### config.mk
export PLATFORM = sky130hd
export DESIGN_NAME = gpio_set_clear_register_bank_top
export DESIGN_NICKNAME = d
export VERILOG_FILES = /design/src/rtl/gsc_pkg.sv /design/src/rtl/gpio_set_clear_register_bank_top.sv /design/src/rtl/gsc_bank.sv
export SDC_FILE = /design/constraint.sdc
export NUM_CORES = 1
export LEC_CHECK = 0
export ABC_AREA = 1
export CORE_ASPECT_RATIO = 1.75
export CORE_MARGIN = 1
export CORE_UTILIZATION = 30
export DETAILED_ROUTE_END_ITERATION = 7
export DONT_BUFFER_PORTS = 1
export HOLD_SLACK_MARGIN = 0.1
export PLACE_DENSITY = 0.55
export SYNTH_ARGS = -nofsm -noshare
export SYNTH_HDL_FRONTEND = slang
export SYNTH_SLANG_ARGS = --single-unit
### constraint.sdc
create_clock -name clk -period 3.5 [get_ports clk]
set_input_delay 0.175 -clock clk [delete_from_list [all_inputs] [get_ports clk]]
set_output_delay 0.175 -clock clk [all_outputs]
set_load 0.03 [all_outputs]
### src/rtl/gsc_pkg.sv
// Shared types, codes and constants for the GPIO set/clear register bank.
`timescale 1ns / 1ps

package gsc_pkg;

  localparam int PIN_COUNT = 32;
  localparam logic [31:0] PIN_MASK = 32'((64'd1 << PIN_COUNT) - 64'd1);

  localparam int MASK_COUNT = 8;

  // access modes
  localparam logic [1:0] MODE_READ   = 2'd0;
  localparam logic [1:0] MODE_SET    = 2'd1;
  localparam logic [1:0] MODE_CLEAR  = 2'd2;
  localparam logic [1:0] MODE_SAMPLE = 2'd3;

  // mask slot that gates irq
  localparam logic [3:0] TGT_IRQ_ENABLE = 4'd4;

  // read-only targets above the eight masks
  localparam logic [3:0] TGT_PINS   = 4'd8;
  localparam logic [3:0] TGT_STATUS = 4'd9;

  typedef struct packed {
    logic [1:0]  mode;
    logic [3:0]  target;
    logic [31:0] write_data;
    logic [31:0] pin_levels;
  } in_word_t;

  typedef struct packed {
    logic [31:0] read_data;
    logic        irq;
  } out_word_t;

endpackage

### src/rtl/gpio_set_clear_register_bank_top.sv
// Top level of the GPIO set/clear register bank: input register, bank logic, result register.
`timescale 1ns / 1ps

// Each word is a register read, a set or clear of one of eight pin masks, or a pin sample;
// every accepted word yields exactly one result word. A word is registered on acceptance,
// passes through the bank's masking logic and lands in the output register; one word is taken
// in every cycle while out_stall stays low. The input register holds a word while the output
// register is full and stalled; in_stall rises only then. Reading the change status clears it,
// and irq in each result shows whether change status AND interrupt enable is nonzero after
// that word.
module gpio_set_clear_register_bank_top import gsc_pkg::*; (
  input  logic      clk,
  input  logic      rst_n,
  input  logic      in_valid,
  output logic      in_stall,
  input  in_word_t  in_word,
  output logic      out_valid,
  input  logic      out_stall,
  output out_word_t out_word
);

  logic      s1_valid_r;
  in_word_t  s1_word_r;
  logic      out_valid_r;
  out_word_t out_word_r;
  out_word_t bank_result;
  logic      s1_adv;
  logic      in_take;

  assign s1_adv   = s1_valid_r && (!out_valid_r || !out_stall);
  assign in_stall = s1_valid_r && !s1_adv;
  assign in_take  = in_valid && !in_stall;

  gsc_bank u_bank (
    .clk    (clk),
    .rst_n  (rst_n),
    .apply  (s1_adv),
    .word   (s1_word_r),
    .result (bank_result)
  );

  always_ff @(posedge clk) begin
    if (!rst_n) begin
      s1_valid_r  <= 1'b0;
      out_valid_r <= 1'b0;
    end else begin
      if (in_take) begin
        s1_valid_r <= 1'b1;
      end else if (s1_adv) begin
        s1_valid_r <= 1'b0;
      end
      if (s1_adv) begin
        out_valid_r <= 1'b1;
      end else if (!out_stall) begin
        out_valid_r <= 1'b0;
      end
    end
  end

  always_ff @(posedge clk) begin
    if (in_take) begin
      s1_word_r <= in_word;
    end
    if (s1_adv) begin
      out_word_r <= bank_result;
    end
  end

  assign out_valid = out_valid_r;
  assign out_word  = out_word_r;

endmodule

### src/rtl/gsc_bank.sv
// Mask registers, change status and pin history, with the per-word update and read logic.
`timescale 1ns / 1ps

module gsc_bank import gsc_pkg::*; (
  input  logic      clk,
  input  logic      rst_n,
  input  logic      apply,
  input  in_word_t  word,
  output out_word_t result
);

  logic [31:0] masks_r   [MASK_COUNT];
  logic [31:0] masks_nxt [MASK_COUNT];
  logic [31:0] status_r, status_nxt;
  logic [31:0] prev_r, prev_nxt;
  logic [31:0] cur_r, cur_nxt;

  logic        is_mask;
  logic [2:0]  idx;
  logic [31:0] wdata;
  logic [31:0] pins;
  logic [31:0] rdata;

  assign is_mask = (word.target[3] == 1'b0);
  assign idx     = word.target[2:0];
  assign wdata   = word.write_data & PIN_MASK;
  assign pins    = word.pin_levels & PIN_MASK;

  always_comb begin
    for (int i = 0; i < MASK_COUNT; i++) begin
      masks_nxt[i] = masks_r[i];
    end
    status_nxt = status_r;
    prev_nxt   = prev_r;
    cur_nxt    = cur_r;
    rdata      = '0;

    case (word.mode)
      MODE_READ: begin
        if (is_mask) begin
          rdata = masks_r[idx];
        end else if (word.target == TGT_PINS) begin
          rdata = pins;
        end else if (word.target == TGT_STATUS) begin
          rdata      = status_r;
          status_nxt = '0;  // clear on read
        end
      end
      MODE_SET: begin
        if (is_mask) begin
          masks_nxt[idx] = (masks_r[idx] | wdata) & PIN_MASK;
        end
      end
      MODE_CLEAR: begin
        if (is_mask) begin
          masks_nxt[idx] = masks_r[idx] & ~wdata & PIN_MASK;
        end
      end
      MODE_SAMPLE: begin
        prev_nxt   = cur_r;
        cur_nxt    = pins;
        status_nxt = (status_r | (cur_r ^ pins)) & PIN_MASK;
      end
      default: begin
        rdata = '0;
      end
    endcase

    result.read_data = rdata & PIN_MASK;
    // irq reflects state after this word
    result.irq       = |(status_nxt & masks_nxt[TGT_IRQ_ENABLE[2:0]]);
  end

  always_ff @(posedge clk) begin
    if (!rst_n) begin
      for (int i = 0; i < MASK_COUNT; i++) begin
        masks_r[i] <= '0;
      end
      status_r <= '0;
      prev_r   <= '0;
      cur_r    <= '0;
    end else if (apply) begin
      for (int i = 0; i < MASK_COUNT; i++) begin
        masks_r[i] <= masks_nxt[i];
      end
      status_r <= status_nxt;
      prev_r   <= prev_nxt;
      cur_r    <= cur_nxt;
    end
  end

endmodule

# After elaboration in Yosys (flattened, before gate mapping)
# Memory sizes are Yosys's and may differ from the RTL's. A register that Yosys moved wholly into a read port is not among the register bits.
# Cells that the tools add are included.
[op_classes]
n_addsub = 0
mul = 0
div_mod_pow = 0
magnitude_cmp = 2
n_eq_ne = 6
shift = 0
n_mux = 31
bitwise = 15
reduce_logical = 13
[op_table]
columns = ["op", "count"]
rows = [
  ["$bwmux 256", 2],
  ["$mux 256", 2],
  ["$pmux 256 s2", 1],
  ["$mux 32", 15],
  ["$demux 32 s3", 1],
  ["$and 32x32->32", 2],
  ["$or 32x32->32", 2],
  ["$pmux 32 s2", 1],
  ["$not 32->32", 1],
  ["$reduce_or 32->1", 1],
  ["$xor 32x32->32", 1],
  ["$eq 4x4->1 const B", 2],
  ["$mux 1", 8],
  ["$or 1x1->1", 8],
  ["$eq 2x2->1 const B", 2],
  ["$ge 4x4->1 const B", 1],
  ["$logic_and 1x1->1", 4],
  ["$logic_not 1->1", 4],
  ["$lt 4x1->1 const B", 1],
  ["$not 3->4", 1],
  ["$mux 3", 1],
  ["$eq 2x1->1 const B", 1],
  ["$logic_not 2->1", 1],
  ["$ne 2x1->1 const B", 1],
  ["3 further kinds", 3],
]
[totals]
regBits = 169
latchBits = 0
mem_bits_rw = 256
mem_bits_ro = 0
out_inout_bits = 35
elab_cells = 78
n_memories = 1
[mem_list]
columns = ["memory", "depth", "width", "read_ports", "rd_ports_with_merged_regs", "wr", "line_no", "rtl"]
rows = [
  ["u_bank.masks_r", 8, 32, 9, 1, 8, "gsc_bank.sv:12", "logic [31:0] masks_r [MASK_COUNT];"],
]

# Logic depth before layout (Yosys ltp)
# Gate-level depths: netlist of run 1.
[logic_depth]
depth_word = 10
mapped_depth = 16

# Hierarchy
# From an unflattened synthesis of run 1, not the netlist that was laid out.
[unflattened]
cells_unflattened = 2496
hier_area_um2 = 22502.8
[by_module_without_submodules]
columns = ["module", "instances", "cells_per_inst", "area_per_inst_um2"]
rows = [
  ["gsc_bank", 1, 2380, 19314.8],
  ["gpio_set_clear_register_bank_top", 1, 116, 3188.1],
]

# Worst setup path after synthesis of run 1
# No wires, ideal clock.
[synth_timing]
path_type = "flip-flop to flip-flop"
from = "register, netlist name s1_word_r[68]"
to = "memory u_bank.masks_r[0][0], enable pin"
t_arrival_ns = 3.058
required_ns = 3.038
slack_ns = -0.020
path_stages_with_launch = 6
n_path_buf = 0
period_less_slack_ns = 3.520
path_cell_list = "edfxtp_1 > inv_1 > ha_1 > nor2_1 > a21oi_1 > a31o_2"
[synth_lines]
columns = ["element", "line_no"]
rows = [
  ["to (decl)", "gsc_bank.sv:12"],
]

==> impl_metrics.csv, run 1 <==
group,metric,value,unit
finish,area_delta_synth_final,14.1,%
global_routing,grt_antenna_before_repair,0,
worst_setup_path,cp_max_fo,43,
synthesis,ys_top_cells_by_count,"nand2_1, edfxtp_1, inv_1",
worst_setup_path,crit_type,"reg -> reg",
timing,max-slew-margin-rel,35.3,%
clock_tree,clock_path_buffers,3,
synthesis,yosysMostFrequentCell,"nand2_1",
hold_path,hold_class,"in -> reg",
timing,period_share,95.1,%
clock_tree,cts_tree,"yes",
finish,drive_above_1_share,6.17,%
worst_setup_path,slowest_delay,700,ps
worst_setup_path,critical_path_buf_inv_count,1,
synthesis,synth.area.top_cells,"edfxtp_1, nand2_1, a221oi_1",
synthesis,synth_top_family_by_area,"simple AND/OR/NAND/NOR gates",
timing,fin_skew,33.4,ps
timing,finalMaxSlewViolations,0,
worst_setup_path,worstPathArrival,3630,ps
die,row_count,130,
die,num_io_pins,109,
power,clockPowerShare,36.2,%
synthesis,muxShareOfSynthArea,0,%
routing,remaining_drc_errors,0,
power,pwr-share-seq,49.7,%
synthesis,synth-compound-area-share,15.7,%
timing,holdWs,212,ps
place,gp_congestion,0.864,
place,port_buffers,0,
synthesis,async_flop_share,0,%
synthesis,synth_nets,2472,
routing,ant_nets,0,
global_routing,grt_overflow_total,0,
worst_setup_path,reg2reg_depth,14,
worst_setup_path,cp.depth,14,
power,power_frac_comb,14.1,%
worst_setup_path,critPathSlowestCell,"dfxtp_4",
worst_setup_path,cp-start-kind,"register",
synthesis,synth_fa_ha_area_share,0.231,%
finish,n_antenna_cell,0,
synthesis,yosysWarningCount,0,
hold_path,min_path_cells,4,
synthesis,synth_ff_type,"edfxtp_1",
clock_tree,cts-root-buf,"clkbuf_16",
power,swShare,28.6,%
routing,drt_iter0_drc,1806,
clock_tree,cts_hold_buf,73,
place,dp_hpwl,44200,um
die,dieArea,0.0733,mm^2
timing,fmaxAchievable,300,MHz
status,status,"complete, no violations",
timing,hold_viol_final,0,
timing,fin_tns_setup,0,ps
worst_setup_path,cp_top_family,"simple AND/OR/NAND/NOR gates",
timing,layout_min_cycle_time,3330,ps
global_routing,grt_max_degree,97,
synthesis,syn_area,0.0217,mm^2
synthesis,synth_top_area_share,49.8,%
synthesis,synthXorXnorAreaFrac,0,%
worst_setup_path,cp_cell_sequence,"buf_4, nand2_1, nand3_1, nand3_1, nand2_1, nand2_1, nand2_1, nand2_1, nand3b_1, nand2_1, nor2_1, nand2_1, nor2_1, nand2_1",
clock_tree,clock_latency,580,ps
synthesis,avgSynthCellArea,9.04,um^2
die,start_util,30.3,%
power,internal_power,8.57,mW
global_routing,grt_pass1_wl,107000,um
clock_tree,cts-htree-levels,2,
routing,finalWirelength,69800,um
clock_tree,clk_transition_reported_paths,70,ps
die,die_h,357,um
finish,fin_nets,2481,
power,p_leak,9.59,nW
timing,setup_viol_count_final,0,
synthesis,synth-seq-area-share,56.2,%
timing,rsz0062_at_grt,"no",
synthesis,syn_inst,2394,
global_routing,grt_use_total,18.9,%
worst_setup_path,required,3800,ps
clock_tree,cts_made_buffers,39,
power,p_per_area,486,mW/mm^2
die,coreArea,0.0716,mm^2
global_routing,first_global_vias,17800,
power,p_switching,3.43,mW
synthesis,synth_edf_count,359,
run,drv_cap,0,
routing,drt_first_pass_iters,6,
synthesis,ys_ff_latch,428,
worst_setup_path,end_kind,"register",
clock_tree,cts_num_sinks,428,
power,peakVddDrop,0.393,mV
worst_setup_path,cp_common_cell,"nand2_1",
die,die_w,205,um
synthesis,synthSimpleGateAreaFrac,18.6,%
clock_tree,post_cts_buffers,0,
timing,tightestPinTransition,970,ps
routing,vias,18300,
synthesis,yosys.area.top_type,"edfxtp_1",
synthesis,synth_cell_types,26,
routing,viasPerCell,5.45,
finish,fillerInstances,7364,
clock_tree,cts_resized,0,
routing,wl_per_cell,20.8,um
==> tightest hold or removal path, cell delays in order <==
cell and delay, ps:
nand2_2 90, inv_1 170, o21ai_0 130, a21oi_1 50
==> cell usage in the layout (no fill, tap or decap), drive strengths merged <==
cell,n
a21oi,119
a221oi,204
a311oi,1
a31o,2
buf,68
bufinv,3
clkbuf,43
clkinv,18
clkinvlp,5
dfxtp,69
dlygate4sd3,73
edfxtp,359
ha,4
inv,337
nand2,641
nand3,220
nand3b,21
nand4,2
nor2,82
nor3,3
o211ai,65
o21ai,60
o22ai,32
==> stage by stage <==
step | setup WS [ps] | instance area, um^2 | util (%) | cells | power (mW)
4_1_cts | 170 | 24700 | 34.5 | 3355 | 12.1
3_3_place_gp | 205 | 22700 | 31.8 | 3213 | 7.65
5_1_grt | 43.9 | 24700 | 34.5 | 3355 | 12.4
3_5_place_dp | 187 | 22700 | 31.8 | 3213 | 7.67
2_1_floorplan | 805 | 21700 | - | 2394 | 7.06
6_report | 171 | 24700 | 34.5 | 3355 | 12.0
==> layer usage <==
layer | track usage [%] | part of all wire, %
met2 | 32.7 | 50
met1 | 23.6 | 40
met5 | 0 | 0
met4 | 8.37 | 4.1
met3 | 1.99 | 6.0
==> power by group through the flow <==
stage / logic, mW / registers, mW / clock network [mW]
6_report: 1.69 / 5.96 / 4.35
3_3_place_gp: 1.59 / 6.06 / 0
5_1_grt: 1.84 / 5.98 / 4.58
4_1_cts: 1.68 / 5.96 / 4.43
3_5_place_dp: 1.60 / 6.07 / 0
2_1_floorplan: 1.05 / 6.01 / 0
==> final cells by class <==
class	instances	area, um^2	area share [%]
multi-input combinational	1456	7500	30.4
tap	924	1160	4.68
inverter	337	1270	5.14
sequential	428	12200	49.2
clock inverter	26	224	0.906
timing repair buffer	141	1380	5.58
clock buffer	43	1010	4.10
==> cell families (layout without fill, tap and decap cells) <==
group           after synthesis  count (layout)
compound gates              483             483
simple gates                969             969
buf+inv                     510             547
fa+ha+maj                     4               4
flops                       428             428
==> path summary, 6_finish.rpt <==
check / end / startpoint / slack [ps]
worst max-delay path: out_word[0] / register / 170
worst max register to register: out_word[0] / register / 170
worst min-delay path: u_bank.masks_r[6][27] / rst_n / 210
worst min register to register: u_bank.cur_r[22] / u_bank.cur_r[22] / 480
==> registers in the layout (all words and copies together) (netlist names), named ones only <==
| signal | cells |
|---|---|
| out_valid | 1 |
| out_word | 33 |
| s1_valid_r | 1 |
| s1_word_r | 70 |
| u_bank.cur_r | 32 |
| u_bank.masks_r | 256 |
| u_bank.status_r | 32 |
(Power assumes the default switching activity.)
==> run 2: changes to the inputs <==
- ABC_AREA: 1 -> not set
==> run 2 against run 1 <==
Final cell count shrank 22%; hold slack lost 66 ps; routed wire length grew 1.9%; critical path type unchanged; clock skew shrank 11 ps; non-clock buffer count grew 62; power grew 5.1%; synthesized cell count shrank 33%; via count shrank 15%; setup slack lost 37 ps; clock power grew 16%; design area grew 1.4%; sequential power grew 0.8%.
==> impl_metrics.csv, run 2 <==
group,metric,value,unit
synthesis,synth_top_area_share,51.3,%
power,power_frac_comb,12.2,%
finish,fin_util,36.0,%
finish,largest_register_ffs,256,
synthesis,syn_inst,1600,
routing,finalWirelength,71100,um
timing,hold_viol_final,0,
timing,worst_slack,135,ps
routing,drt_iter0_drc,1533,
power,swShare,26.1,%
synthesis,synth_edf_count,359,
power,total_power,12.6,mW
synthesis,avgSynthCellArea,13.1,um^2
clock_tree,cts_num_sinks,428,
worst_setup_path,r2r_slack,130,ps
place,preCtsSetupSlack,130,ps
worst_setup_path,cp_max_fo,14,
clock_tree,cts_made_buffers,40,
synthesis,synth_ff_type,"edfxtp_1",
finish,area_delta_synth_final,19.1,%
timing,layout_min_cycle_time,3370,ps
clock_tree,post_cts_buffers,0,
hold_path,hold_class,"in -> reg",
finish,final_common_cell,"edfxtp_1",
routing,wl_per_cell,27.0,um
place,gp_congestion,0.939,
worst_setup_path,required,3810,ps
synthesis,syn_area,0.0210,mm^2
synthesis,synth-seq-area-share,57.8,%
place,placedCellCount,2485,
clock_tree,clock_latency,580,ps
die,num_io_pins,109,
timing,fmaxAchievable,297,MHz
synthesis,yosysMostFrequentCell,"edfxtp_1",
routing,remaining_drc_errors,0,
timing,max-slew-margin-rel,28.8,%
place,port_buffers,0,
run,drv_cap,0,
synthesis,ys_top_cells_by_count,"edfxtp_1, o221a_2, nor2_1",
finish,n_antenna_cell,0,
die,coreArea,0.0695,mm^2
worst_setup_path,crit_type,"reg -> reg",
finish,drive_above_1_share,31.2,%
power,pwr-share-seq,47.7,%
clock_tree,cts-htree-levels,2,
global_routing,grt_use_total,19.7,%
power,peakVddDrop,0.461,mV
synthesis,synth_cell_types,65,
synthesis,synth_fa_ha_area_share,0.238,%
finish,fin_nets,1770,
power,clockPowerShare,40.1,%
synthesis,yosysWarningCount,0,
die,row_count,128,
finish,top_register,"u_bank.masks_r",
synthesis,synth_top_family_by_area,"compound AO/OA/AOI/OAI gates",
power,p_leak,9.25,nW
power,p_per_area,503,mW/mm^2
worst_setup_path,cp_common_cell,"buf_4",
global_routing,grt_antenna_before_repair,1,
worst_setup_path,slowest_delay,540,ps
worst_setup_path,critPathSlowestCell,"or4_1",
clock_tree,cts_tree,"yes",
finish,fillerInstances,6763,
synthesis,synth.area.top_cells,"edfxtp_1, o221a_2, dfxtp_1",
power,internal_power,9.32,mW
synthesis,yosys.area.top_type,"edfxtp_1",
synthesis,muxShareOfSynthArea,8.31,%
routing,drt_first_pass_iters,7,
worst_setup_path,cp_cell_sequence,"inv_1, ha_1, buf_4, nor3b_2, buf_12, a21oi_2, buf_4, a221o_1, a222oi_1, o2111ai_1, or4_1",
timing,setup_viol_count_final,0,
timing,rsz0062_at_grt,"no",
routing,viasPerCell,5.88,
global_routing,grt_overflow_total,0,
worst_setup_path,end_kind,"register",
timing,tightestPinTransition,1070,ps
clock_tree,clk_transition_reported_paths,70,ps
worst_setup_path,critical_path_buf_inv_count,4,
timing,period_share,96.2,%
timing,fin_skew,22.3,ps
timing,finalMaxSlewViolations,0,
synthesis,synth-compound-area-share,20.4,%
die,start_util,30.3,%
global_routing,grt_max_degree,93,
synthesis,synth_nets,1678,
routing,vias,15500,
power,p_switching,3.29,mW
die,dieArea,0.0712,mm^2
synthesis,synthSimpleGateAreaFrac,8.57,%
synthesis,async_flop_share,0,%
global_routing,first_global_vias,15600,
routing,ant_nets,0,
synthesis,ys_ff_latch,428,
finish,layout_common_cells,"edfxtp_1, o221a_2, nor2_1, buf_4, nand2_1",
place,dp_hpwl,48100,um
synthesis,synthXorXnorAreaFrac,1.33,%
worst_setup_path,cp-start-kind,"register",
die,die_h,352,um
worst_setup_path,worstPathArrival,3680,ps
global_routing,grt_pass1_wl,105000,um
worst_setup_path,cp_top_family,"compound AO/OA/AOI/OAI gates",
clock_tree,cts-root-buf,"clkbuf_16",
finish,fin_cells,2632,
status,status,"complete, no violations",
clock_tree,clock_path_buffers,3,
die,die_w,202,um
[run 2: cell count changes after synthesis, sizes merged, moves of 54 or more]
| cell | before | now |
|---|---|---|
| inv | 337 | 14 |
| buf | 83 | 29 |
| nand3 | 220 | 5 |
| nor2 | 82 | 148 |
| nand2 | 641 | 101 |
| mux4 | 0 | 57 |
| o211ai | 65 | 10 |
| a221oi | 204 | 39 |
| o221a | 0 | 223 |
[run 2: through the flow]
| step | area, um^2 | setup TNS [ps] | hold slack (ps) |
|---|---|---|---|
| after CTS | 25000 | 0 | 120 |
| final | 25100 | 0 | 146 |
| after global routing | 25100 | 0 | 140 |
| after detailed placement | 22800 | 0 | 274 |
| after floorplan | 21100 | -347700 | 274 |
| after global placement | 22800 | 0 | 274 |
[run 2: kinds of logic after synthesis]
| group | count (synthesis) |
|---|---|
| AOI/OAI and AO/OA | 479 |
| DFF | 428 |
| and+or+nand+nor | 390 |
| buffers and inverters | 169 |
| muxes | 98 |
| xor gates and xnor gates | 32 |
| adders and majority gates | 4 |
[run 2: per-layer routing]
metal  up-vias  global-route usage [%]  part of all wire (%)
met4         0                    12.7                   7.0
met5         -                       0                     0
met1      7871                    22.7                    36
met2       765                    34.5                    51
met3       191                    2.28                   6.0
li1       6657                       -                     -
[run 2: worst register-to-register path: stages (launching register included)]
cell,delay (ps)
edfxtp_1,360
inv_1,70
ha_1,320
buf_4,160
nor3b_2,240
buf_12,190
a21oi_2,110
buf_4,230
a221o_1,380
a222oi_1,340
o2111ai_1,150
or4_1,540
[run 2: timing repair]
item | in CTS | in global routing
endpoints found under the setup margin | 0 | 1
gates resized for setup | 0 | 4
hold endpoints to repair | 233 | 0
hold buffers | 75 | 0
[run 2: power groups by stage]
stage          Combinational, mW  Clock [mW]  Sequential (mW)
3_3_place_gp                1.43           0             6.11
2_1_floorplan              0.872           0             6.03
4_1_cts                     1.52        5.13             6.00
6_report                    1.54        5.05             6.01
5_1_grt                     1.62        5.26             6.03
3_5_place_dp                1.44           0             6.11
[run 2: area by class of cell]
cell class	count	area, um^2	area share [%]
repair buffers	203	1880	7.52
multi-input cells	1003	8330	33.3
clock inverters	28	433	1.73
inverters	16	61.3	0.245
flip-flops and latches	428	12200	48.6
well taps	910	1140	4.54
clock buffers	44	1040	4.14
[run 2: final timing paths]
path                                        from                     to  cells past startpoint
worst min-delay path                       rst_n  u_bank.masks_r[4][22]                      2
worst max-delay path               s1_word_r[68]            out_word[0]                     11
worst max register to register     s1_word_r[68]            out_word[0]                     11
worst min register to register  u_bank.cur_r[23]       u_bank.cur_r[23]                      2
